===== src/rtl/core/hmss_pkg.sv =====
// ----------------------------------------------------------------------------
// Height map scale and smooth package
// Shared item types, register indexes, reset values and controller commands.
// ----------------------------------------------------------------------------
package hmss_pkg;

	typedef struct packed {
		logic       func;
		logic [7:0] height_byte;
	} in_item_t;

	typedef struct packed {
		logic signed [15:0] smoothed_height;
		logic [9:0]         out_row;
		logic [9:0]         out_col;
		logic               frame_done;
	} out_item_t;

	localparam logic [1:0] CFG_NUM_COLS      = 2'd0;
	localparam logic [1:0] CFG_NUM_ROWS      = 2'd1;
	localparam logic [1:0] CFG_HEIGHT_SCALE  = 2'd2;
	localparam logic [1:0] CFG_HEIGHT_OFFSET = 2'd3;

	localparam logic [10:0] NUM_COLS_RST      = 11'd513;
	localparam logic [10:0] NUM_ROWS_RST      = 11'd513;
	localparam logic [15:0] HEIGHT_SCALE_RST  = 16'd1434;
	localparam logic [15:0] HEIGHT_OFFSET_RST = 16'hFEC0;

	localparam int NUM_W = 21;
	localparam logic [4:0] DIV_STEPS = 5'd21;

	typedef struct packed {
		logic take;
		logic sum_en;
		logic zero_v;
		logic top_en;
		logic bot_en;
		logic left_en;
		logic right_en;
		logic div_step;
		logic out_load;
		logic frame_done;
	} cmd_t;

endpackage


===== src/rtl/core/hmss_ctrl.sv =====
// ----------------------------------------------------------------------------
// Height map scale and smooth controller
// Raster position counters, output scheduling and the per-item sequence.
// ----------------------------------------------------------------------------
module hmss_ctrl #(
	parameter int MAX_COLS = 1024,
	parameter int MAX_ROWS = 1024
) (
	input  logic                        clk,
	input  logic                        arst_n,
	input  logic [10:0]                 num_cols,
	input  logic [10:0]                 num_rows,
	input  logic                        in_valid,
	input  logic                        in_func,
	output logic                        in_ready,
	output hmss_pkg::cmd_t              cmd,
	output logic [$clog2(MAX_COLS)-1:0] rd_addr,
	output logic [$clog2(MAX_COLS)-1:0] wr_addr,
	output logic [9:0]                  pos_row,
	output logic [9:0]                  pos_col,
	input  logic                        out_busy
);

	localparam int AW  = $clog2(MAX_COLS);
	localparam int RW  = $clog2(MAX_ROWS);
	localparam int CNW = $clog2(MAX_COLS + 1);
	localparam int RNW = $clog2(MAX_ROWS + 1);
	localparam int PW  = $clog2(MAX_COLS + 2);

	typedef enum logic [1:0] {S_IDLE, S_SUM, S_DIV, S_OUT} state_t;

	state_t         state_q;
	logic [AW-1:0]  in_col_q, out_col_q, in_col_c, out_col_c;
	logic [RW-1:0]  in_row_q, out_row_q, in_row_c, out_row_c;
	logic [PW-1:0]  pend_q, pend_c;
	logic [CNW-1:0] ceff_q, ceff_c;
	logic [RNW-1:0] reff_q, reff_c;
	logic           drain_q;
	logic [4:0]     div_cnt_q;
	logic           accept, have, done;

	always_comb begin
		if (num_cols == 11'd0) begin
			ceff_c = CNW'(1);
		end else if (32'(num_cols) > 32'(MAX_COLS)) begin
			ceff_c = CNW'(MAX_COLS);
		end else begin
			ceff_c = CNW'(num_cols);
		end
		if (num_rows == 11'd0) begin
			reff_c = RNW'(1);
		end else if (32'(num_rows) > 32'(MAX_ROWS)) begin
			reff_c = RNW'(MAX_ROWS);
		end else begin
			reff_c = RNW'(num_rows);
		end
		in_col_c  = (32'(in_col_q) >= 32'(ceff_c)) ? '0 : in_col_q;
		out_col_c = (32'(out_col_q) >= 32'(ceff_c)) ? '0 : out_col_q;
		in_row_c  = (32'(in_row_q) >= 32'(reff_c)) ? '0 : in_row_q;
		out_row_c = (32'(out_row_q) >= 32'(reff_c)) ? '0 : out_row_q;
		pend_c    = (32'(pend_q) > 32'(ceff_c) + 1) ? PW'(32'(ceff_c) + 1) : pend_q;
	end

	assign in_ready = (state_q == S_IDLE);
	assign accept   = in_valid && in_ready;
	assign have     = (32'(pend_q) == 32'(ceff_q) + 1);
	assign done     = (32'(out_row_q) + 1 == 32'(reff_q)) &&
		(32'(out_col_q) + 1 == 32'(ceff_q));
	assign rd_addr  = in_col_c;
	assign wr_addr  = in_col_q;
	assign pos_row  = 10'(out_row_q);
	assign pos_col  = 10'(out_col_q);

	always_comb begin
		cmd            = '0;
		cmd.take       = accept;
		cmd.sum_en     = (state_q == S_SUM);
		cmd.zero_v     = drain_q;
		cmd.top_en     = (out_row_q != '0);
		cmd.bot_en     = (32'(out_row_q) + 1 < 32'(reff_q));
		cmd.left_en    = (out_col_q != '0);
		cmd.right_en   = (in_col_q != '0) && (32'(out_col_q) + 1 < 32'(ceff_q));
		cmd.div_step   = (state_q == S_DIV);
		cmd.out_load   = (state_q == S_OUT) && !out_busy;
		cmd.frame_done = done;
	end

	always_ff @(posedge clk or negedge arst_n) begin
		if (!arst_n) begin
			state_q   <= S_IDLE;
			in_col_q  <= '0;
			in_row_q  <= '0;
			out_col_q <= '0;
			out_row_q <= '0;
			pend_q    <= '0;
			ceff_q    <= CNW'(1);
			reff_q    <= RNW'(1);
			drain_q   <= 1'b0;
			div_cnt_q <= '0;
		end else begin
			unique case (state_q)
				S_IDLE: begin
					if (accept) begin
						in_col_q  <= in_col_c;
						in_row_q  <= in_row_c;
						out_col_q <= out_col_c;
						out_row_q <= out_row_c;
						pend_q    <= pend_c;
						ceff_q    <= ceff_c;
						reff_q    <= reff_c;
						if (drain_q || !in_func) begin
							state_q <= S_SUM;
						end
					end
				end
				S_SUM: begin
					if (!have) begin
						pend_q <= pend_q + PW'(1);
					end
					if (32'(in_col_q) + 1 >= 32'(ceff_q)) begin
						in_col_q <= '0;
						if (!drain_q) begin
							if (32'(in_row_q) + 1 >= 32'(reff_q)) begin
								in_row_q <= '0;
								drain_q  <= 1'b1;
							end else begin
								in_row_q <= in_row_q + RW'(1);
							end
						end
					end else begin
						in_col_q <= in_col_q + AW'(1);
					end
					div_cnt_q <= '0;
					state_q   <= have ? S_DIV : S_IDLE;
				end
				S_DIV: begin
					div_cnt_q <= div_cnt_q + 5'd1;
					if (div_cnt_q == hmss_pkg::DIV_STEPS - 5'd1) begin
						state_q <= S_OUT;
					end
				end
				S_OUT: begin
					if (!out_busy) begin
						state_q <= S_IDLE;
						if (done) begin
							in_col_q  <= '0;
							in_row_q  <= '0;
							out_col_q <= '0;
							out_row_q <= '0;
							pend_q    <= '0;
							drain_q   <= 1'b0;
						end else if (32'(out_col_q) + 1 >= 32'(ceff_q)) begin
							out_col_q <= '0;
							out_row_q <= (32'(out_row_q) + 1 >= 32'(reff_q)) ?
								'0 : out_row_q + RW'(1);
						end else begin
							out_col_q <= out_col_q + AW'(1);
						end
					end
				end
				default: state_q <= S_IDLE;
			endcase
		end
	end

endmodule


===== config.mk =====
export PLATFORM = sky130hd
export DESIGN_NAME = hmss_ctrl
export DESIGN_NICKNAME = d
export VERILOG_FILES = /design/src/rtl/core/hmss_pkg.sv /design/src/rtl/core/hmss_ctrl.sv
export SDC_FILE = /design/constraint.sdc
export NUM_CORES = 1
export LEC_CHECK = 0
export BUFFER_PORTS_ARGS = -buffer_cell sky130_fd_sc_hd__buf_2
export CAP_MARGIN = 10
export CORE_ASPECT_RATIO = 1.5
export CORE_UTILIZATION = 39
export CTS_BUF_LIST = sky130_fd_sc_hd__clkbuf_16
export DETAILED_ROUTE_END_ITERATION = 12
export PLACE_DENSITY = 0.69
export SYNTH_ARGS = -nofsm -noshare
export SYNTH_HDL_FRONTEND = slang
export SYNTH_SLANG_ARGS = --single-unit

===== constraint.sdc =====
create_clock -name clk -period 3 [get_ports clk]
set_input_delay 0.3 -clock clk [delete_from_list [all_inputs] [get_ports clk]]
set_output_delay 0.3 -clock clk [all_outputs]
set_load 0.03 [all_outputs]

==> results.sh, run 1 <==
export IMPL_postSynth_topFlopCell="sky130_fd_sc_hd__dfrtp_1"
export IMPL_count_of_buffers_from_port_buffering=77
export IMPL_die_h_um=172
export IMPL_post_synth_cell_area_avg_um2=8.41
export IMPL_synth_async_reset_ratio_pct=100
export IMPL_vias=7785
export IMPL_netlist_area_um2=7550
export IMPL_cts_root_to_sink_buffers=2
export IMPL_worst_ep_arrival_time_ns=3.56
export IMPL_final_min_period_over_clock_period_pct=110
export IMPL_peakVddDrop_mv=0.356
export IMPL_worstSetupPathType="reg -> reg"
export IMPL_ctsRootBufferMaster="sky130_fd_sc_hd__clkbuf_16"
export IMPL_totalPowerFinal_uw=7960
export IMPL_synth_area_leader_cell="sky130_fd_sc_hd__dfrtp_1"
export IMPL_grt_start_max_net_pins=46
export IMPL_count_of_boundary_i_o_pins=78
export IMPL_p_leak_uw=0.00490
export IMPL_fin_worst_skew_ns=0.0147
export IMPL_tns_ns=-3.82
export IMPL_hold_path_class="in -> reg"
export IMPL_report_final_hold_viol_count=0
export IMPL_h_tree_levels=3
export IMPL_tritoncts="done"
export IMPL_synthTopCellsByArea="sky130_fd_sc_hd__dfrtp_1 26%, sky130_fd_sc_hd__ha_1 18%, sky130_fd_sc_hd__o21ai_0 5.6%"
export IMPL_cp_slowest_stage_delay_ns=0.45
export IMPL_mappedNetlistNets=1036
export IMPL_routed_wire_length_per_instance_um=17.7
export IMPL_die_w_um=116
export IMPL_slew_limit_headroom_pct=57.6
export IMPL_tightestPinTransition_ns=0.636
export IMPL_syn2layout_area_growth_pct=38.4
export IMPL_design_final_nets=1254
export IMPL_multiInputGateArea_um2=5780
export IMPL_min_cycle_time_layout_ns=3.30
export IMPL_final_critical_path_setup_slack_ns=-0.299
export IMPL_global_route_usage_met1_pct=26.5
export IMPL_rsz0062_at_grt="true"
export IMPL_slowest_stage="sky130_fd_sc_hd__or3b_4"
export IMPL_cap_viol_max_count=0
export IMPL_max_freq_mhz=303
export IMPL_netlist_cell_type_count=75
export IMPL_netlist_instances=898
export IMPL_floorplan_initialDensity_pct=39.6
export IMPL_timing_final_setup_violations=37
export IMPL_ys_seq_elements=81
export IMPL_critical_path_start_type="register"
export IMPL_most_used_layer_global_route="met2"
export IMPL_drc_errors=0
export IMPL_timing_critical_path_max_delay_family="simple AND/OR/NAND/NOR gates"
export IMPL_post_place_ws_ns=-0.295
export IMPL_worst_setup_hold_path_clk_slew_ns=0.07
export IMPL_grt_antenna_before_repair=0
export IMPL_grt_overflow_total=0
export IMPL_yosys_top_cells_count="111 x sky130_fd_sc_hd__ha_1, 99 x sky130_fd_sc_hd__nand2_1, 85 x sky130_fd_sc_hd__o21ai_0"
export IMPL_dr_pass1_iters=5
export IMPL_ant_nets=0
export IMPL_synth_edf_count=0
export IMPL_ys_warnings=0
export IMPL_violated_checks="setup timing"
export IMPL_cts_buffers_inserted=9
export IMPL_cp_max_fo=6
export IMPL_clk_latency_ns=0.36
export IMPL_finalHoldWorstSlack_ns=0.271
export IMPL_global_routing_usage_on_met2_pct=45.5
export IMPL_clock_sink_count=81
export IMPL_postRouteWirelength_um=24400
export IMPL_viasPerCell=5.65
export IMPL_yosysTopAreaCellShare_pct=26.2
export IMPL_placementRows=62
export IMPL_layout_drive_gt1_share_pct=35.8
export IMPL_filler_cell_count=1721
export IMPL_seq_area_um2=2050
export IMPL_critical_path_cell_chain="ha_4, nand3_2, inv_2, and3_4, xor2_2, ha_1, nand4_1, nor3_4, nand2_1, a221o_1, a211o_1, or3b_4, o41ai_2"
export IMPL_floorplan_core_area_um2=19100
export IMPL_die_area_um2=19900
export IMPL_synthMostInstantiatedCell="sky130_fd_sc_hd__ha_1"
export IMPL_first_global_vias=7694
export IMPL_gp_routability_congestion=0.901
export IMPL_required_ns=3.26
export IMPL_status="finished, violations left"
export IMPL_drt_first_iter_violations=340
export IMPL_grt_usage_pct=24.6
export IMPL_power_per_cell_area_nw_per_um2=761
export IMPL_crit_buf_inv=1
export IMPL_synth_sequential_area_ratio_pct=26.9
export IMPL_finalMaxSlewViolations=0
export IMPL_diodes=0
export IMPL_wire_length_of_the_first_global_routing_pass_um=37700
export IMPL_dp_hpwl_um=18200
export IMPL_setup_reg_to_reg_worst_slack_ns=-0.30
export IMPL_globalRouteMet3Util_pct=3.36
export IMPL_setup_worst_path_end_class="register"
[final cells by class]
type / instances / area share (%)
inverters: 55 / 1.97
multi-input cells: 728 / 55.3
clock inverters: 7 / 0.383
well taps: 256 / 3.06
repair buffers: 241 / 17.6
flip-flops and latches: 81 / 19.6
clock buffers: 9 / 2.15
[stage by stage]
step	cell area [um^2]	instances	util, %
final	10500	1377	54.8
after global routing	10500	1377	54.8
after CTS	9720	1355	50.9
after detailed placement	9300	1333	48.8
after global placement	9300	1333	48.8
after floorplan	7750	898	-
[flip-flops by register name, indices dropped and copies added, names as in the netlist, named ones only]
register / cells
state_q: 1
pos_row: 10
reff_q: 11
pend_q: 11
in_row_q: 10
div_cnt_q: 5
ceff_q: 11
drain_q: 1
pos_col: 10
wr_addr: 10
[path summary, 6_finish.rpt]
| check | cells past startpoint | start | endpoint |
|---|---|---|---|
| max | 13 | pos_row[1] | in_row_q[5] |
| min | 2 | num_rows[10] | reff_q[0] |
| max reg2reg | 13 | pos_row[1] | in_row_q[5] |
| min reg2reg | 2 | reff_q[9] | reff_q[9] |
| max in group asynchronous | 3 | arst_n | reff_q[0] |
| min in group asynchronous | 2 | arst_n | pos_row[6] |
[layer usage]
layer  share of wire [%]  vias up
met2                  53      229
li1                    -     3724
met4                 5.1        0
met5                   0        -
met3                 3.8       90
met1                  38     3742
[what timing repair did]
action / 4_1_cts / 5_1_grt
hold buffers: 1 / 0
endpoints found under the hold margin: 43 / 0
pin swaps: 10 / 49
setup endpoints to repair: 53 / 56
gates cloned: 2 / 4
resized for setup: 32 / 146
setup buffers: 3 / 19
[where the power goes]
group | internal (uW) | switching (uW)
Clock | 553 | 489
Sequential | 1400 | 400
Combinational | 2320 | 2800
Total | 4270 | 3690
[cell usage in the layout, fill, tap and decap left out, types with 9 or more instances in the layout]
master,netlist,final
sky130_fd_sc_hd__nor4_1,13,11
sky130_fd_sc_hd__nand3_2,1,9
sky130_fd_sc_hd__a21oi_1,28,19
sky130_fd_sc_hd__o21ai_0,85,48
sky130_fd_sc_hd__xor2_1,19,18
sky130_fd_sc_hd__nand4_1,22,22
sky130_fd_sc_hd__buf_4,5,149
sky130_fd_sc_hd__buf_2,3,61
sky130_fd_sc_hd__xnor2_1,26,22
sky130_fd_sc_hd__nand2_1,99,91
sky130_fd_sc_hd__buf_6,5,21
sky130_fd_sc_hd__a21o_1,12,12
sky130_fd_sc_hd__nand2b_1,27,25
sky130_fd_sc_hd__dfrtp_1,79,65
sky130_fd_sc_hd__nor2_1,38,33
sky130_fd_sc_hd__ha_1,111,105
sky130_fd_sc_hd__dfrtp_2,0,14
sky130_fd_sc_hd__a22o_1,9,9
sky130_fd_sc_hd__a21oi_2,0,9
sky130_fd_sc_hd__nand3_1,44,34
sky130_fd_sc_hd__o21ai_2,0,15
sky130_fd_sc_hd__nor2b_1,20,11
sky130_fd_sc_hd__inv_1,55,54
sky130_fd_sc_hd__clkbuf_16,0,11
sky130_fd_sc_hd__nor3_1,21,14
sky130_fd_sc_hd__nor2b_4,0,9
sky130_fd_sc_hd__o21ai_1,0,21
[kinds of logic (layout without fill, tap and decap cells)]
family	after synthesis	count (layout)	synth area share, %
AND/OR/NAND/NOR	339	340	23.3
AO/OA/AOI/OAI	227	228	20.1
adder cells (fa/ha/maj)	111	111	18.4
buffers and inverters	91	312	5.63
flip-flops	81	81	26.9
XOR/XNOR	45	45	5.22
multiplexers	4	4	0.547
No activity file was read; power rests on OpenSTA's default activity.
==> run 2, diff against run 1 <==
--- a/config.mk
+++ b/config.mk
@@ -5,7 +5,7 @@
 export SDC_FILE = /design/constraint.sdc
 export NUM_CORES = 1
 export LEC_CHECK = 0
-export BUFFER_PORTS_ARGS = -buffer_cell sky130_fd_sc_hd__buf_2
+export BUFFER_PORTS_ARGS = -buffer_cell sky130_fd_sc_hd__buf_4
 export CAP_MARGIN = 10
 export CORE_ASPECT_RATIO = 1.5
 export CORE_UTILIZATION = 39
==> run 2 against run 1 <==
Effect of this change:
- the run still ends with setup timing left
- largest cell class unchanged
- clock-buffer cell count unchanged
- critical path type unchanged
- critical endpoint is now pend_q[5]
- combinational power decreased by 1%
- sequential share of layout area shrank 0.43 points
- sequential power barely moved
- clock power rose by 16%
- cell area increased by 2.3%
- global-route usage increased by 0.50 points
- register-to-register slack improved by 0.02 ns
==> results.sh, run 2 (synthesis results as in run 1) <==
export IMPL_status="finished, violations left"
export IMPL_violated_checks="setup timing"
export IMPL_placementRows=62
export IMPL_gp_routability_congestion=0.886
export IMPL_grt_usage_pct=25.1
export IMPL_vias=7916
export IMPL_totalPowerFinal_uw=8070
export IMPL_filler_cell_count=1702
export IMPL_h_tree_levels=3
export IMPL_die_w_um=116
export IMPL_slowest_stage="sky130_fd_sc_hd__dfrtp_2"
export IMPL_drc_errors=0
export IMPL_count_of_boundary_i_o_pins=78
export IMPL_tightestPinTransition_ns=0.847
export IMPL_design_final_nets=1252
export IMPL_cap_viol_max_count=0
export IMPL_cp_max_fo=7
export IMPL_clock_sink_count=81
export IMPL_grt_overflow_total=0
export IMPL_clk_latency_ns=0.36
export IMPL_postCtsHoldBufs=0
export IMPL_dr_pass1_iters=5
export IMPL_worstRegToRegCells=16
export IMPL_critical_path_cell_chain="inv_2, nor3_4, nand2_1, or2_4, xnor2_2, ha_1, nand4_1, nor3_4, nand2_2, a221o_1, buf_4, buf_8, nor2_4, buf_6, nand2_4, o311ai_1"
export IMPL_syn2layout_area_growth_pct=41.6
export IMPL_final_critical_path_setup_slack_ns=-0.279
export IMPL_layout_drive_gt1_share_pct=36.6
export IMPL_setup_worst_path_end_class="register"
export IMPL_floorplan_initialDensity_pct=39.6
export IMPL_multiInputGateArea_um2=5830
export IMPL_dpl_instance_area_um2=9490
export IMPL_count_of_buffers_from_port_buffering=77
export IMPL_cts_root_to_sink_buffers=2
export IMPL_grt_antenna_before_repair=0
export IMPL_die_area_um2=19900
export IMPL_floorplan_core_area_um2=19100
export IMPL_die_h_um=172
export IMPL_routed_wire_length_per_instance_um=18.4
export IMPL_ctsRootBufferMaster="sky130_fd_sc_hd__clkbuf_16"
export IMPL_worst_setup_hold_path_clk_slew_ns=0.06
export IMPL_max_freq_mhz=305
export IMPL_worstSetupPathType="reg -> reg"
export IMPL_finalInstanceArea_um2=10700
export IMPL_wire_length_of_the_first_global_routing_pass_um=38600
export IMPL_first_global_vias=7922
export IMPL_postRouteWirelength_um=25300
export IMPL_tritoncts="done"
export IMPL_peakVddDrop_mv=0.324
export IMPL_finalMaxSlewViolations=0
export IMPL_seq_area_um2=2050
export IMPL_critical_path_top_cell_by_count="sky130_fd_sc_hd__nor3_4"
export IMPL_final_min_period_over_clock_period_pct=109
export IMPL_largest_registers="ceff_q x11, pend_q x11, reff_q x11"
export IMPL_worst_ep_arrival_time_ns=3.53
export IMPL_required_ns=3.25
export IMPL_dp_hpwl_um=18400
export IMPL_hold_path_class="in -> async"
export IMPL_timing_final_setup_violations=51
export IMPL_critical_path_start_type="register"
export IMPL_cp_slowest_stage_delay_ns=0.40
export IMPL_min_cycle_time_layout_ns=3.28
export IMPL_cts_buffers_inserted=9
export IMPL_power_per_cell_area_nw_per_um2=755
export IMPL_layout_cells_most_common_list="210 x sky130_fd_sc_hd__buf_4, 102 x sky130_fd_sc_hd__ha_1, 89 x sky130_fd_sc_hd__nand2_1"
export IMPL_rsz0062_at_grt="true"
export IMPL_layout_cells_most_common="sky130_fd_sc_hd__buf_4"
export IMPL_fin_worst_skew_ns=0.0107
export IMPL_drt_first_iter_violations=480
export IMPL_viasPerCell=5.76
export IMPL_report_final_hold_viol_count=0
export IMPL_slew_limit_headroom_pct=43.5
export IMPL_diodes=0
export IMPL_ant_nets=0
export IMPL_p_leak_uw=0.00497
export IMPL_grt_start_max_net_pins=60
-- run 2: metal layers --
layer  global-route usage (%)  vias up  share of wire [%]
li1                         -     3719                  -
met1                     26.6     3835                 38
met2                     47.6      269                 54
met3                     3.22       93                4.3
met4                     13.0        0                4.6
met5                        0        -                  0
-- run 2: timing repair --
item | CTS | global route
resized for setup | 40 | 125
pin swaps | 14 | 38
endpoints found under the setup margin | 53 | 53
buffers inserted | 6 | 16
cloned | 2 | 4
-- run 2: layout make-up --
type | count | area share [%]
repair buffers | 239 | 18.4
multi-input cells | 728 | 54.5
clock inverters | 7 | 0.830
flip-flops and latches | 81 | 19.1
clock buffers | 9 | 2.11
inverters | 55 | 1.95
well taps | 256 | 2.99
-- run 2: path summary, 6_finish.rpt --
check                                   from  slack, ns    endpoint
worst max register to register    pos_row[0]      -0.28   pend_q[5]
worst min register to register     reff_q[9]       0.48   reff_q[9]
worst min-delay path                  arst_n       0.02  pos_row[4]
min in group clk                num_rows[10]       0.20   reff_q[0]
worst max-delay path              pos_row[0]      -0.28   pend_q[5]
max in group asynchronous             arst_n       2.25   reff_q[6]
-- run 2: power breakdown --
group	internal (uW)	switching, uW	total, uW
logic	2290	2760	5050
registers	1400	411	1810
clock network	724	490	1210
total	4410	3660	8070
-- run 2: metrics by stage --
stage	setup TNS [ns]	setup slack [ns]	util, %	hold WS (ns)	instances
2_1_floorplan	-1.61	-0.148	-	0.00441	898
3_3_place_gp	-5.39	-0.216	49.7	0.441	1332
3_5_place_dp	-7.36	-0.371	49.7	0.448	1332
4_1_cts	-2.99	-0.205	52.6	0.0651	1356
5_1_grt	-15.04	-0.468	56.1	0.0872	1375
6_report	-6.86	-0.279	56.1	0.0209	1375
-- run 2: worst max-delay path: cells and delay by family (launching register included) --
kind | cells | cell delay (ns)
buffers and inverters | 4 | 0.48
xor gates and xnor gates | 1 | 0.14
adders and majority gates | 1 | 0.32
DFF | 1 | 0.40
AOI/OAI and AO/OA | 2 | 0.59
and+or+nand+nor | 8 | 1.22
==> run 3, diff against run 2 <==
--- a/config.mk
+++ b/config.mk
@@ -12,6 +12,8 @@
 export CTS_BUF_LIST = sky130_fd_sc_hd__clkbuf_16
 export DETAILED_ROUTE_END_ITERATION = 12
 export PLACE_DENSITY = 0.69
+export SKIP_CTS_REPAIR_TIMING = 1
+export SKIP_LAST_GASP = 1
 export SYNTH_ARGS = -nofsm -noshare
 export SYNTH_HDL_FRONTEND = slang
 export SYNTH_SLANG_ARGS = --single-unit
==> run 3 against run 2 <==
Effect of this change:
- the run still ends with setup timing left
- clock skew shrank 0.00058 ns
- critical path depth shrank 3
- hold slack better by 0.017 ns
- clock-buffer cell count did not move
- cell area decreased by 3.7%
- critical endpoint is now in_row_q[8]
- largest cell class unchanged
- largest power group unchanged
==> results.sh, run 3 (synthesis results as in run 1) <==
export IMPL_setup_worst_path_end_class="register"
export IMPL_layout_cells_most_common_list="209 x sky130_fd_sc_hd__buf_4, 104 x sky130_fd_sc_hd__ha_1, 96 x sky130_fd_sc_hd__nand2_1"
export IMPL_min_cycle_time_layout_ns=3.28
export IMPL_postRouteWirelength_um=24100
export IMPL_violated_checks="setup timing"
export IMPL_status="finished, violations left"
export IMPL_die_w_um=116
export IMPL_gp_routability_congestion=0.886
export IMPL_p_leak_uw=0.00482
export IMPL_grt_start_max_net_pins=60
export IMPL_crit_buf_inv=1
export IMPL_critical_path_top_cell_by_count="sky130_fd_sc_hd__nor3_4"
export IMPL_required_ns=3.26
export IMPL_floorplan_core_area_um2=19100
export IMPL_ctsRootBufferMaster="sky130_fd_sc_hd__clkbuf_16"
export IMPL_timing_critical_path_max_delay_family="simple AND/OR/NAND/NOR gates"
export IMPL_peakVddDrop_mv=0.326
export IMPL_h_tree_levels=3
export IMPL_die_area_um2=19900
export IMPL_grt_overflow_total=0
export IMPL_seq_area_um2=2050
export IMPL_worst_setup_hold_path_clk_slew_ns=0.06
export IMPL_worst_ep_arrival_time_ns=3.55
export IMPL_finalMaxSlewViolations=0
export IMPL_drt_first_iter_violations=404
export IMPL_layout_drive_gt1_share_pct=33.0
export IMPL_filler_cell_count=1758
export IMPL_cts_root_to_sink_buffers=2
export IMPL_worstSetupPathType="reg -> reg"
export IMPL_power_per_cell_area_nw_per_um2=759
export IMPL_max_freq_mhz=305
export IMPL_wire_length_of_the_first_global_routing_pass_um=38000
export IMPL_count_of_boundary_i_o_pins=78
export IMPL_ant_nets=0
export IMPL_critical_path_reg2reg_startpoint="pos_row[0]"
export IMPL_worst_setup_path_startpoint="pos_row[0]"
export IMPL_cap_viol_max_count=0
export IMPL_worstReg2RegEnd="in_row_q[8]"
export IMPL_die_h_um=172
export IMPL_count_of_buffers_from_port_buffering=77
export IMPL_cp_endpoint="in_row_q[8]"
export IMPL_floorplan_initialDensity_pct=39.6
export IMPL_syn2layout_area_growth_pct=36.4
export IMPL_design_final_nets=1238
export IMPL_hold_path_class="in -> async"
export IMPL_clock_sink_count=81
export IMPL_largest_registers="ceff_q x11, pend_q x11, reff_q x11"
export IMPL_tritoncts="done"
export IMPL_diodes=0
export IMPL_rsz0062_at_grt="true"
export IMPL_multiInputGateArea_um2=5630
export IMPL_final_min_period_over_clock_period_pct=109
export IMPL_placementRows=62
export IMPL_drc_errors=0
export IMPL_timing_final_setup_violations=32
export IMPL_dr_pass1_iters=5
export IMPL_first_global_vias=7769
export IMPL_grt_antenna_before_repair=0
export IMPL_final_critical_path_setup_slack_ns=-0.283
export IMPL_cp_slowest_stage_delay_ns=0.43
export IMPL_fin_util_pct=54.0
export IMPL_worstRegToRegCells=13
export IMPL_final_cell_count_no_fill=1361
export IMPL_cts_buffers_inserted=9
export IMPL_viasPerCell=5.67
export IMPL_cp_max_fo=6
export IMPL_slowest_stage="sky130_fd_sc_hd__or3b_4"
export IMPL_clk_latency_ns=0.36
export IMPL_dp_cells=1332
export IMPL_critical_path_cell_chain="inv_2, nor3_4, nand2_1, or2_4, xnor2_2, ha_1, nand4_1, nor3_4, nand2_2, a221o_1, a211o_1, or3b_4, o31ai_4"
export IMPL_dp_hpwl_um=18400
export IMPL_report_final_hold_viol_count=0
export IMPL_critical_path_start_type="register"
export IMPL_fin_worst_skew_ns=0.0102
export IMPL_layout_cells_most_common="sky130_fd_sc_hd__buf_4"
export IMPL_tightestPinTransition_ns=0.838
export IMPL_worst_path_stages=13
export IMPL_tns_ns=-5.61
export IMPL_setup_reg_to_reg_worst_slack_ns=-0.28
export IMPL_grt_usage_pct=24.6
export IMPL_vias=7721
export IMPL_routed_wire_length_per_instance_um=17.7
export IMPL_slew_limit_headroom_pct=44.1
## run 3: cell types whose count changed in the layout (fill, tap and decap cells not counted), sizes merged
cell    delta
buf       -12
clkbuf     -2
## run 3: report_power, final
| part | total (uW) | leakage (uW) | internal [uW] | switching, uW |
|---|---|---|---|---|
| Sequential | 1800 | 0.00104 | 1400 | 406 |
| Clock | 1210 | 0.000158 | 723 | 488 |
| Combinational | 4810 | 0.00362 | 2160 | 2650 |
| Total | 7830 | 0.00482 | 4280 | 3550 |
## run 3: metal layers
layer | part of all wire, % | global-route usage, %
met3 | 4.1 | 3.08
met1 | 38 | 26.3
met2 | 54 | 46.8
met4 | 4.3 | 12.3
met5 | 0 | 0
## run 3: through the flow
step / area, um^2 / total power, uW / hold slack [ns] / setup slack (ns)
4_1_cts: 9800 / 7410 / 0.0651 / -0.365
3_5_place_dp: 9490 / 6170 / 0.448 / -0.371
3_3_place_gp: 9490 / 6050 / 0.441 / -0.216
6_report: 10300 / 7830 / 0.0380 / -0.283
5_1_grt: 10300 / 8370 / 0.0991 / -0.503
2_1_floorplan: 7750 / 4590 / 0.00441 / -0.148
## run 3: layout make-up
cell class	instances	area share [%]
repair buffers	225	17.4
multi-input cells	728	54.6
well taps	256	3.11
clock buffers	9	2.19
flip-flops and latches	81	19.9
clock inverters	7	0.862
inverters	55	2.00
## run 3: worst reg2reg max path, stage by stage, from the launching register on
cell and delay [ns]:
sky130_fd_sc_hd__dfrtp_2 0.41, sky130_fd_sc_hd__inv_2 0.06, sky130_fd_sc_hd__nor3_4 0.21, sky130_fd_sc_hd__nand2_1 0.08
sky130_fd_sc_hd__or2_4 0.23, sky130_fd_sc_hd__xnor2_2 0.14, sky130_fd_sc_hd__ha_1 0.30, sky130_fd_sc_hd__nand4_1 0.15
sky130_fd_sc_hd__nor3_4 0.32, sky130_fd_sc_hd__nand2_2 0.10, sky130_fd_sc_hd__a221o_1 0.32, sky130_fd_sc_hd__a211o_1 0.25
sky130_fd_sc_hd__or3b_4 0.43, sky130_fd_sc_hd__o31ai_4 0.20
## run 3: worst min-delay path by stage
| stage | start | slack (ns) | end |
|---|---|---|---|
| 6_report | arst_n | 0.04 | pos_row[2] |
| 5_1_grt | arst_n | 0.1 | pos_row[3] |
| 4_1_cts | arst_n | 0.07 | pos_row[2] |
| 3_5_place_dp | arst_n | 0.45 | pos_row[4] |
| 3_3_place_gp | arst_n | 0.44 | pos_row[2] |
| 2_1_floorplan | arst_n | 0.004 | async pin |
